[src/rtl/core/petri_net_token_engine_unit_macros.svh]
// Assertion helpers for the token engine
`ifndef PETRI_NET_TOKEN_ENGINE_UNIT_MACROS_SVH
`define PETRI_NET_TOKEN_ENGINE_UNIT_MACROS_SVH
// property must hold on every clock unless in reset
`define PN_ASSERT(lbl, clk, rst_n, prop, msg) \
	lbl: assert property (@(posedge clk) disable iff (!rst_n) (prop)) else $error(msg);
// implication checked in the next cycle
`define PN_ASSERT_NEXT(lbl, clk, rst_n, a, b, msg) \
	lbl: assert property (@(posedge clk) disable iff (!rst_n) (a) |=> (b)) else $error(msg);
`endif

[src/rtl/core/pnte_pkg.sv]
`default_nettype none
package pnte_pkg;
	localparam int PLACE_COUNT      = 16;
	localparam int TRANSITION_COUNT = 16;
	localparam int ARC_CAPACITY     = 64;
	localparam int MARK_BITS        = 16;
	localparam int PW = 4;
	localparam int TW = 4;
	localparam int AW = 6;
	localparam int CW = 7;

	localparam logic [2:0] OP_ADD_ARC = 3'd0;
	localparam logic [2:0] OP_SET_INIT = 3'd1;
	localparam logic [2:0] OP_RESTART = 3'd2;
	localparam logic [2:0] OP_OFFER = 3'd3;
	localparam logic [2:0] OP_READ = 3'd4;

	localparam logic [1:0] KIND_IN = 2'd0;
	localparam logic [1:0] KIND_OUT = 2'd1;
	localparam logic [1:0] KIND_INH = 2'd2;
	localparam logic [1:0] KIND_NONE = 2'd3;

	localparam logic [1:0] ST_OK = 2'd0;
	localparam logic [1:0] ST_FULL = 2'd1;
	localparam logic [1:0] ST_NONE = 2'd2;
	localparam logic [1:0] ST_SAT = 2'd3;

	typedef struct packed {
		logic [2:0]  operation;
		logic [3:0]  trans_id;
		logic [3:0]  place_id;
		logic [1:0]  arc_kind;
		logic [15:0] token_value;
		logic [31:0] sample_delay;
		logic        last_offer;
	} cmd_t;

	typedef struct packed {
		logic [1:0]  status;
		logic        fired;
		logic [3:0]  fired_transition;
		logic [47:0] current_time;
		logic [15:0] mark_out;
	} rsp_t;

	typedef struct packed {
		logic [TW-1:0]        trans;
		logic [PW-1:0]        place;
		logic [1:0]           kind;
		logic [MARK_BITS-1:0] mult;
	} arc_t;
endpackage
`default_nettype wire

[src/rtl/core/pnte_arc_mem.sv]
`default_nettype none
module pnte_arc_mem
	import pnte_pkg::*;
(
	input  wire logic          clk,
	input  wire logic          we,
	input  wire logic [AW-1:0] waddr,
	input  wire arc_t          wdata,
	input  wire logic [AW-1:0] raddr,
	output arc_t               rdata
);
	arc_t mem [ARC_CAPACITY];

	always_ff @(posedge clk) begin
		if (we) begin
			mem[waddr] <= wdata;
		end
		rdata <= mem[raddr];
	end
endmodule
`default_nettype wire

[src/rtl/core/pnte_mark_mem.sv]
`default_nettype none
module pnte_mark_mem
	import pnte_pkg::*;
(
	input  wire logic                 clk,
	input  wire logic                 arst_n,
	input  wire logic                 clr,
	input  wire logic                 we,
	input  wire logic [PW-1:0]        waddr,
	input  wire logic [MARK_BITS-1:0] wdata,
	input  wire logic [PW-1:0]        raddr,
	output logic [MARK_BITS-1:0]      rdata
);
	// valid bits give the reset value of zero
	logic [MARK_BITS-1:0] mem [PLACE_COUNT];
	logic [PLACE_COUNT-1:0] vld_q;
	logic rvld_q;
	logic [MARK_BITS-1:0] rd_q;

	always_ff @(posedge clk) begin
		if (we) begin
			mem[waddr] <= wdata;
		end
		rd_q <= mem[raddr];
	end

	always_ff @(posedge clk or negedge arst_n) begin
		if (!arst_n) begin
			vld_q <= '0;
			rvld_q <= 1'b0;
		end else begin
			rvld_q <= vld_q[raddr] && !clr;
			if (clr) begin
				vld_q <= '0;
			end
			if (we) begin
				vld_q[waddr] <= 1'b1;
			end
		end
	end

	assign rdata = rvld_q ? rd_q : '0;
endmodule
`default_nettype wire

[src/rtl/core/petri_net_token_engine_unit.sv]
`default_nettype none
// Petri net token engine: race-firing core of a stochastic Petri net.
// Command channel: cmd is taken at a clock edge with start high and busy low.
// Result channel: rsp is valid for one cycle while done is high; the receiver
// cannot stall it, so one result beat leaves for every accepted command.
// Steps from the accepting edge to the result beat, by command:
//   add arc, set initial mark, unused codes: dispatch, then the done state
//   read mark: mark memory read, then registered out
//   restart: initial marks copied per place (read, then write)
//   offer sample, or last offer with no winner: the enable check walks the
//   arc table, each entry read as arc, then mark, then compared
//   last offer with a winner: two more walks (inputs, then outputs), each
//   entry read as arc, then mark, checked, then written back
// Throughput: one command in flight; the next is taken the cycle after the beat.
// Each fire step reads the mark memory, then writes it back; the next read
// comes only after that write (interlock).
// Reset clears the marks (through valid bits), arc count, time and round.
// The arc table needs no clearing; only entries below the count are read.
module petri_net_token_engine_unit
	import pnte_pkg::*;
(
	input  wire logic clk,
	input  wire logic arst_n,
	input  wire logic start,
	input  wire cmd_t cmd,
	output logic      busy,
	output logic      done,
	output rsp_t      rsp
);
	`include "petri_net_token_engine_unit_macros.svh"

	typedef enum logic [3:0] {
		S_IDLE, S_DISPATCH, S_RST_RD, S_RST_WR, S_READ_WAIT, S_READ_OUT,
		S_EN_RD, S_EN_ARC, S_EN_MARK, S_DECIDE, S_FIRE_RD, S_FIRE_ARC,
		S_FIRE_MARK, S_FIRE_WR, S_DONE
	} state_t;

	state_t state_q;
	cmd_t cmd_q;
	logic [CW-1:0] total_q, idx_q;
	logic [47:0] time_q;
	logic [31:0] best_delay_q;
	logic [TW-1:0] best_t_q;
	logic have_q, enabled_q, pass_out_q, sat_q, hit_q;
	logic [PW-1:0] rst_p_q;
	arc_t arc_q;
	rsp_t rsp_q;
	logic done_q;

	// arc memory
	logic arc_we;
	arc_t arc_wd, arc_rd;
	assign arc_we = (state_q == S_DISPATCH) && cmd_q.operation == OP_ADD_ARC
		&& total_q != CW'(ARC_CAPACITY) && cmd_q.arc_kind != KIND_NONE;
	assign arc_wd = '{trans: cmd_q.trans_id, place: cmd_q.place_id,
		kind: cmd_q.arc_kind, mult: cmd_q.token_value};
	pnte_arc_mem u_arc (.clk, .we(arc_we), .waddr(total_q[AW-1:0]), .wdata(arc_wd),
		.raddr(idx_q[AW-1:0]), .rdata(arc_rd));

	// initial marks
	logic init_we;
	logic [MARK_BITS-1:0] init_rd;
	assign init_we = (state_q == S_DISPATCH) && cmd_q.operation == OP_SET_INIT;
	pnte_mark_mem u_init (.clk, .arst_n, .clr(1'b0), .we(init_we),
		.waddr(cmd_q.place_id), .wdata(cmd_q.token_value), .raddr(rst_p_q),
		.rdata(init_rd));

	// current marks
	logic cur_we;
	logic [PW-1:0] cur_wa, cur_ra;
	logic [MARK_BITS-1:0] cur_wd, cur_rd;
	logic [MARK_BITS:0] add_sum;
	assign add_sum = {1'b0, cur_rd} + {1'b0, arc_q.mult};
	always_comb begin
		cur_we = 1'b0;
		cur_wa = arc_q.place;
		cur_wd = '0;
		// read mark holds its address through dispatch and the read wait; arc walks
		// address straight from the arc memory output
		if (state_q == S_DISPATCH || state_q == S_READ_WAIT) begin
			cur_ra = cmd_q.place_id;
		end else if (state_q == S_EN_ARC || state_q == S_FIRE_ARC) begin
			cur_ra = arc_rd.place;
		end else begin
			cur_ra = arc_q.place;
		end
		if (state_q == S_RST_WR) begin
			cur_we = 1'b1;
			cur_wa = rst_p_q;
			cur_wd = init_rd;
		end else if (state_q == S_FIRE_WR) begin
			cur_we = hit_q;
			if (pass_out_q) begin
				cur_wd = add_sum[MARK_BITS] ? '1 : add_sum[MARK_BITS-1:0];
			end else begin
				cur_wd = (cur_rd > arc_q.mult) ? cur_rd - arc_q.mult : '0;
			end
		end
	end
	pnte_mark_mem u_cur (.clk, .arst_n, .clr(1'b0), .we(cur_we), .waddr(cur_wa),
		.wdata(cur_wd), .raddr(cur_ra), .rdata(cur_rd));

	logic [48:0] time_sum;
	assign time_sum = {1'b0, time_q} + {17'd0, best_delay_q};

	always_ff @(posedge clk) begin
		if (start && !busy) begin
			cmd_q <= cmd;
		end
		if (state_q == S_EN_ARC || state_q == S_FIRE_ARC) begin
			arc_q <= arc_rd;
		end
	end

	always_ff @(posedge clk or negedge arst_n) begin
		if (!arst_n) begin
			state_q <= S_IDLE;
			total_q <= '0;
			idx_q <= '0;
			time_q <= '0;
			best_delay_q <= '1;
			best_t_q <= '0;
			have_q <= 1'b0;
			enabled_q <= 1'b0;
			pass_out_q <= 1'b0;
			sat_q <= 1'b0;
			hit_q <= 1'b0;
			rst_p_q <= '0;
			done_q <= 1'b0;
			rsp_q.status <= ST_OK;
			rsp_q.fired <= 1'b0;
			rsp_q.fired_transition <= '0;
			rsp_q.current_time <= '0;
			rsp_q.mark_out <= '0;
		end else begin
			done_q <= 1'b0;
			unique case (state_q)
				S_IDLE: begin
					if (start && !busy) begin
						state_q <= S_DISPATCH;
						rsp_q.status <= ST_OK;
						rsp_q.fired <= 1'b0;
						rsp_q.fired_transition <= '0;
						rsp_q.mark_out <= '0;
						idx_q <= '0;
						rst_p_q <= '0;
						enabled_q <= 1'b1;
						sat_q <= 1'b0;
						hit_q <= 1'b0;
						pass_out_q <= 1'b0;
					end
				end
				S_DISPATCH: begin
					state_q <= S_DONE;
					unique case (cmd_q.operation)
						OP_ADD_ARC: begin
							if (total_q == CW'(ARC_CAPACITY)) begin
								rsp_q.status <= ST_FULL;
							end else if (cmd_q.arc_kind != KIND_NONE) begin
								total_q <= total_q + 1'b1;
							end
						end
						OP_RESTART: begin
							time_q <= '0;
							have_q <= 1'b0;
							best_delay_q <= '1;
							best_t_q <= '0;
							state_q <= S_RST_RD;
						end
						OP_OFFER: state_q <= (total_q == '0) ? S_DECIDE : S_EN_RD;
						OP_READ: state_q <= S_READ_WAIT;
						default: ;
					endcase
				end
				S_RST_RD: state_q <= S_RST_WR;
				S_RST_WR: begin
					rst_p_q <= rst_p_q + 1'b1;
					state_q <= (rst_p_q == PW'(PLACE_COUNT - 1)) ? S_DONE : S_RST_RD;
				end
				S_READ_WAIT: state_q <= S_READ_OUT;
				S_READ_OUT: begin
					rsp_q.mark_out <= cur_rd;
					state_q <= S_DONE;
				end
				S_EN_RD: state_q <= S_EN_ARC;
				S_EN_ARC: state_q <= S_EN_MARK;
				S_EN_MARK: begin
					if (arc_q.trans == cmd_q.trans_id) begin
						if (arc_q.kind == KIND_IN && arc_q.mult > cur_rd) begin
							enabled_q <= 1'b0;
						end
						if (arc_q.kind == KIND_INH && arc_q.mult < cur_rd) begin
							enabled_q <= 1'b0;
						end
					end
					idx_q <= idx_q + 1'b1;
					state_q <= (idx_q + 1'b1 == total_q) ? S_DECIDE : S_EN_RD;
				end
				S_DECIDE: begin
					idx_q <= '0;
					hit_q <= 1'b0;
					if (enabled_q && (!have_q || cmd_q.sample_delay < best_delay_q)) begin
						have_q <= 1'b1;
						best_delay_q <= cmd_q.sample_delay;
						best_t_q <= cmd_q.trans_id;
					end
					if (!cmd_q.last_offer) begin
						state_q <= S_DONE;
					end else if (!have_q && !enabled_q) begin
						rsp_q.status <= ST_NONE;
						best_delay_q <= '1;
						best_t_q <= '0;
						state_q <= S_DONE;
					end else begin
						state_q <= (total_q == '0) ? S_FIRE_WR : S_FIRE_RD;
						pass_out_q <= (total_q == '0);
					end
				end
				S_FIRE_RD: state_q <= S_FIRE_ARC;
				S_FIRE_ARC: state_q <= S_FIRE_MARK;
				S_FIRE_MARK: begin
					state_q <= S_FIRE_WR;
					hit_q <= 1'b0;
					if (arc_q.trans == best_t_q
						&& arc_q.kind == (pass_out_q ? KIND_OUT : KIND_IN)) begin
						hit_q <= 1'b1;
						if (pass_out_q && add_sum[MARK_BITS]) begin
							sat_q <= 1'b1;
						end
					end
				end
				S_FIRE_WR: begin
					idx_q <= idx_q + 1'b1;
					if (total_q == '0 || idx_q + 1'b1 == total_q) begin
						idx_q <= '0;
						if (pass_out_q) begin
							rsp_q.fired <= 1'b1;
							rsp_q.fired_transition <= best_t_q;
							rsp_q.status <= sat_q ? ST_SAT : ST_OK;
							time_q <= time_sum[48] ? '1 : time_sum[47:0];
							have_q <= 1'b0;
							best_delay_q <= '1;
							best_t_q <= '0;
							state_q <= S_DONE;
						end else begin
							pass_out_q <= 1'b1;
							state_q <= S_FIRE_RD;
						end
					end else begin
						state_q <= S_FIRE_RD;
					end
				end
				S_DONE: begin
					done_q <= 1'b1;
					rsp_q.current_time <= time_q;
					state_q <= S_IDLE;
				end
				default: state_q <= S_IDLE;
			endcase
		end
	end

	assign busy = (state_q != S_IDLE) || done_q;
	assign done = done_q;
	assign rsp = rsp_q;

	`PN_ASSERT(a_count_bound, clk, arst_n, total_q <= CW'(ARC_CAPACITY), "arc count overflow")
	`PN_ASSERT_NEXT(a_done_pulse, clk, arst_n, done_q, !done_q, "done held two cycles")
	`PN_ASSERT(a_busy_done, clk, arst_n, !done_q || busy, "done while not busy")
	`PN_ASSERT(a_fired_ok, clk, arst_n, !(done_q && rsp_q.fired) || rsp_q.status != ST_NONE,
		"fired with no candidate")
endmodule
`default_nettype wire

[config.mk]
export PLATFORM = sky130hd
export DESIGN_NAME = petri_net_token_engine_unit
export DESIGN_NICKNAME = d
export VERILOG_FILES = /design/src/rtl/core/pnte_pkg.sv /design/src/rtl/core/pnte_arc_mem.sv /design/src/rtl/core/pnte_mark_mem.sv /design/src/rtl/core/petri_net_token_engine_unit.sv
export VERILOG_INCLUDE_DIRS = /design/src /design/src/rtl/core
export SDC_FILE = /design/constraint.sdc
export NUM_CORES = 2
export LEC_CHECK = 0
export CORE_MARGIN = 8
export CORE_UTILIZATION = 59
export CTS_CLUSTER_DIAMETER = 60
export DETAILED_ROUTE_END_ITERATION = 7
export DONT_BUFFER_PORTS = 1
export PLACE_DENSITY_LB_ADDON = 0.1
export SYNTH_ARGS = -nofsm -noshare
export SYNTH_HDL_FRONTEND = slang
export SYNTH_SLANG_ARGS = --single-unit
[constraint.sdc]
create_clock -name clk -period 5.4 [get_ports clk]
set_clock_uncertainty 0.2 [all_clocks]
set_input_delay 0.54 -clock clk [delete_from_list [all_inputs] [get_ports clk]]
set_output_delay 0.54 -clock clk [all_outputs]
set_load 0.01 [all_outputs]
==> results.sh <==
export IMPL_drv_cap=0
export IMPL_overflow=0
export IMPL_p_clk_frac=0.335
export IMPL_drive_gt1_frac=0.267
export IMPL_fmax_ghz=0.211
export IMPL_nets=5431
export IMPL_ant_nets=0
export IMPL_grtUsageTotal=0.271
export IMPL_endpoint_kind="flip-flop"
export IMPL_worstPathArrival_ns=5.10
export IMPL_synth_seq_cells=2539
export IMPL_cp_max_fo=16
export IMPL_clockRootBuffer="clkbuf_16"
export IMPL_setup_worst_path_class="reg2reg"
export IMPL_slew_viol_final=0
export IMPL_synth_largest_area_cell="edfxtp_1"
export IMPL_grt_max_degree=218
export IMPL_vdd_drop_max_uv=398
export IMPL_run_status="completed"
export IMPL_yosysWarnings=0
export IMPL_crit_buf_inv=2
export IMPL_max_stage_delay_ns=0.60
export IMPL_wl_um=251000
export IMPL_worstPathRequired_ns=5.76
export IMPL_row_count=151
export IMPL_fin_area_mm2=0.114
export IMPL_syn_inst=4982
export IMPL_hp_class="in2reg"
export IMPL_ys_top_cells_by_area="edfxtp_1 (68%), mux4_2 (16%), dfrtp_1 (4.6%), ha_1 (1.2%), dfxtp_1 (1.2%)"
export IMPL_synth_top_area_share=0.675
export IMPL_clockBufferDepth=4
export IMPL_syn_cell_area_mm2=0.101
export IMPL_place_hpwl_um=143000
export IMPL_numCtsBuffers=274
export IMPL_dp_slack_ns=0.747
export IMPL_pin_count=138
export IMPL_p_int_mw=38.4
export IMPL_cpLargestDelayFamily="compound AO/OA/AOI/OAI gates"
export IMPL_syn_avg_cell_area_um2=20.2
export IMPL_layout_setup_ws_ns=0.654
export IMPL_ys_seq_area_frac=0.741
export IMPL_placed_cells=7142
export IMPL_cp_slowest_cell="o41ai_4"
export IMPL_cp_cell_sequence="nand2_1 -> inv_1 -> ha_1 -> fa_1 -> nor2b_1 -> o221ai_1 -> a21oi_1 -> a221oi_2 -> o22ai_1 -> o41ai_4 -> buf_4 -> a21oi_1 -> a221o_1"
export IMPL_period_minus_slack_ns=4.75
export IMPL_worstSetupStartpointType="flip-flop"
export IMPL_synth_async_sr_flop_share=0.0855
export IMPL_combPwrFrac=0.218
export IMPL_tightest_slew_ns=1.32
export IMPL_die_h_um=429
export IMPL_viasPerCell=6.62
export IMPL_clk_pin_slew_worst_paths_ns=0.06
export IMPL_syn_nets=5149
export IMPL_ys_types=90
export IMPL_fin_cells=7675
export IMPL_htreeDepth=5
export IMPL_area_delta_synth_final_pct=12.9
export IMPL_insertion_delay_ns=0.90
export IMPL_min_period_over_period=0.879
export IMPL_switching_share=0.277
export IMPL_start_util=0.594
export IMPL_switching_power_mw=14.7
export IMPL_initialDrtViolationCount=6317
export IMPL_grt_pass1_wl_um=363000
export IMPL_finalSetupViolCount=0
export IMPL_core_mm2=0.169
export IMPL_utilization=0.671
export IMPL_die_area_mm2=0.184
export IMPL_die_x_um=429
export IMPL_synth_edf_count=2264
export IMPL_final_setup_tns_ns=0
export IMPL_grt_pass1_vias=50600
export IMPL_cts_setup_buffers=0
export IMPL_portBuffers=0
export IMPL_grt_antenna_before_repair=9
export IMPL_place_area_mm2=0.105
export IMPL_cts_tree="yes"
export IMPL_p_leak_nw=37.6
export IMPL_power_density_mw_per_mm2=467
export IMPL_cpMostUsedCell="a21oi_1"
export IMPL_num_vias=50800
export IMPL_max_slew_margin=0.119
export IMPL_grt_setup_unrepaired="no"
export IMPL_hold_violations=0
export IMPL_drcViolationCount=0
export IMPL_gp_congestion=0.892
export IMPL_synth_top_flop_cell="edfxtp_1"
export IMPL_detail_route_wl_per_cell_um=32.7
export IMPL_clkSinkCount=2539
export IMPL_pwr_share_seq=0.447
export IMPL_firstDrtPassIters=6
==> kinds of logic (layout without fill, tap and decap cells) <==
logic type / count (synthesis) / after routing / synth area share
other: 0 / 3 / 0
AO/OA/AOI/OAI: 422 / 422 / 0.0276
XOR/XNOR: 75 / 75 / 0.00652
AND/OR/NAND/NOR: 722 / 722 / 0.0331
multiplexers: 781 / 781 / 0.165
adder cells (fa/ha/maj): 102 / 102 / 0.0129
buffers and inverters: 341 / 813 / 0.0139
flip-flops: 2539 / 2539 / 0.741
==> sequential cells by signal, indices dropped and copies added, names as in the netlist, 7 cells and up <==
| name | count |
|---|---|
| u_arc.mem | 1664 |
| u_cur.mem | 256 |
| u_init.mem | 256 |
| rsp | 71 |
| time_q | 48 |
| cmd_q | 36 |
| best_delay_q | 32 |
| arc_q | 26 |
| arc_wd | 26 |
| u_arc.rdata | 26 |
| u_cur.rd_q | 16 |
| u_cur.vld_q | 16 |
| u_init.rd_q | 16 |
| u_init.vld_q | 16 |
| idx_q | 7 |
| total_q | 7 |
==> area by class of cell <==
cell class | count | area [um^2]
Multi-Input combinational cell | 2102 | 25300
Inverter | 95 | 358
Sequential cell | 2539 | 74600
Tap cell | 2218 | 2780
Clock buffer | 374 | 7600
Clock inverter | 92 | 812
Fill cell | 10800 | 55800
Antenna cell | 3 | 7.51
Timing Repair Buffer | 252 | 2210
==> Yosys cell counts (all sizes together), types with 4 or more instances <==
master / number
a21o: 39
dfrtp: 185
and2: 11
a211oi: 16
a221o: 16
o221a: 4
and4: 8
xnor2: 51
mux4: 699
o21ai: 132
nor3: 25
o31ai: 4
inv: 95
and3: 13
xor2: 24
nand3: 51
clkbuf: 151
a31oi: 18
o21bai: 7
or4: 5
a41o: 4
nand2: 301
o41ai: 4
nor4b: 4
dfxtp: 58
nor4: 8
or3: 10
o211ai: 11
nor2b: 15
a211o: 7
mux2: 19
mux2i: 63
or2: 42
nand4: 22
a311oi: 7
a21oi: 99
nand2b: 23
dfstp: 32
ha: 99
buf: 95
o21a: 16
nor2: 174
o22ai: 6
edfxtp: 2264
==> routing by layer <==
layer  vias to the layer above  share of wire  GRT usage
met2                      2280           0.50      0.446
met3                       402          0.074     0.0426
met5                         -              0          0
met1                     27200           0.40      0.386
met4                         0          0.027     0.0717
li1                      20900              -          -
==> repair_timing <==
action,4_1_cts,5_1_grt
hold endpoints to repair,279,0
gates resized for setup,0,0
hold buffers,64,0
==> final timing paths <==
kind	depth (start not counted)	slack [ns]	endpoint	startpoint
max in group asynchronous	2	3.68	idx_q[1]$_DFFE_PN0P_	arst_n
min in group asynchronous	2	0.18	time_q[15]$_DFFE_PN0P_	arst_n
hold / removal	1	0.08	arc_wd[22]$_DFFE_PP_	cmd[55]
setup reg to reg	13	0.65	u_cur.mem[12][8]$_DFFE_PP_	u_cur.rvld_q$_DFF_PN0_
hold reg to reg	1	0.26	u_init.vld_q[7]$_DFFE_PN0P_	u_init.vld_q[7]$_DFFE_PN0P_
setup / recovery	13	0.65	u_cur.mem[12][8]$_DFFE_PP_	u_cur.rvld_q$_DFF_PN0_
==> stage by stage <==
| stage | hold slack [ns] | total power, mW |
|---|---|---|
| final | 0.0763 | 53.1 |
| after global routing | 0.0359 | 55.0 |
| after CTS | 0.0230 | 53.5 |
| after detailed placement | 0.0604 | 35.7 |
| after global placement | 0.0552 | 35.6 |
| after floorplan | 0.0444 | 32.0 |
==> power groups by stage <==
stage / sequential [mW] / clock [mW] / combinational, mW
after floorplan: 23.6 / 0 / 8.43
after global placement: 24.2 / 0 / 11.5
after detailed placement: 24.2 / 0 / 11.6
after CTS: 23.8 / 18.0 / 11.7
after global routing: 23.8 / 18.8 / 12.4
final: 23.8 / 17.8 / 11.6
==> cells in the final DEF (no fill, tap or decap), types with 22 or more instances in the layout <==
cell type	count
a21o_1	39
a21oi_1	94
buf_4	177
clkbuf_1	71
clkbuf_16	281
clkbuf_8	22
clkinv_1	38
clkinv_2	29
dfrtp_1	178
dfstp_2	32
dfxtp_1	58
dlygate4sd3_1	63
edfxtp_1	2264
ha_1	99
inv_1	92
mux2i_1	63
mux4_2	699
nand2_1	298
nand2b_1	23
nand3_1	49
nand4_1	22
nor2_1	92
nor2_4	68
nor3_1	23
o21ai_0	106
o21ai_1	25
or2_2	38
xnor2_1	51
xor2_1	24
No activity file was read; power rests on OpenSTA's default activity.
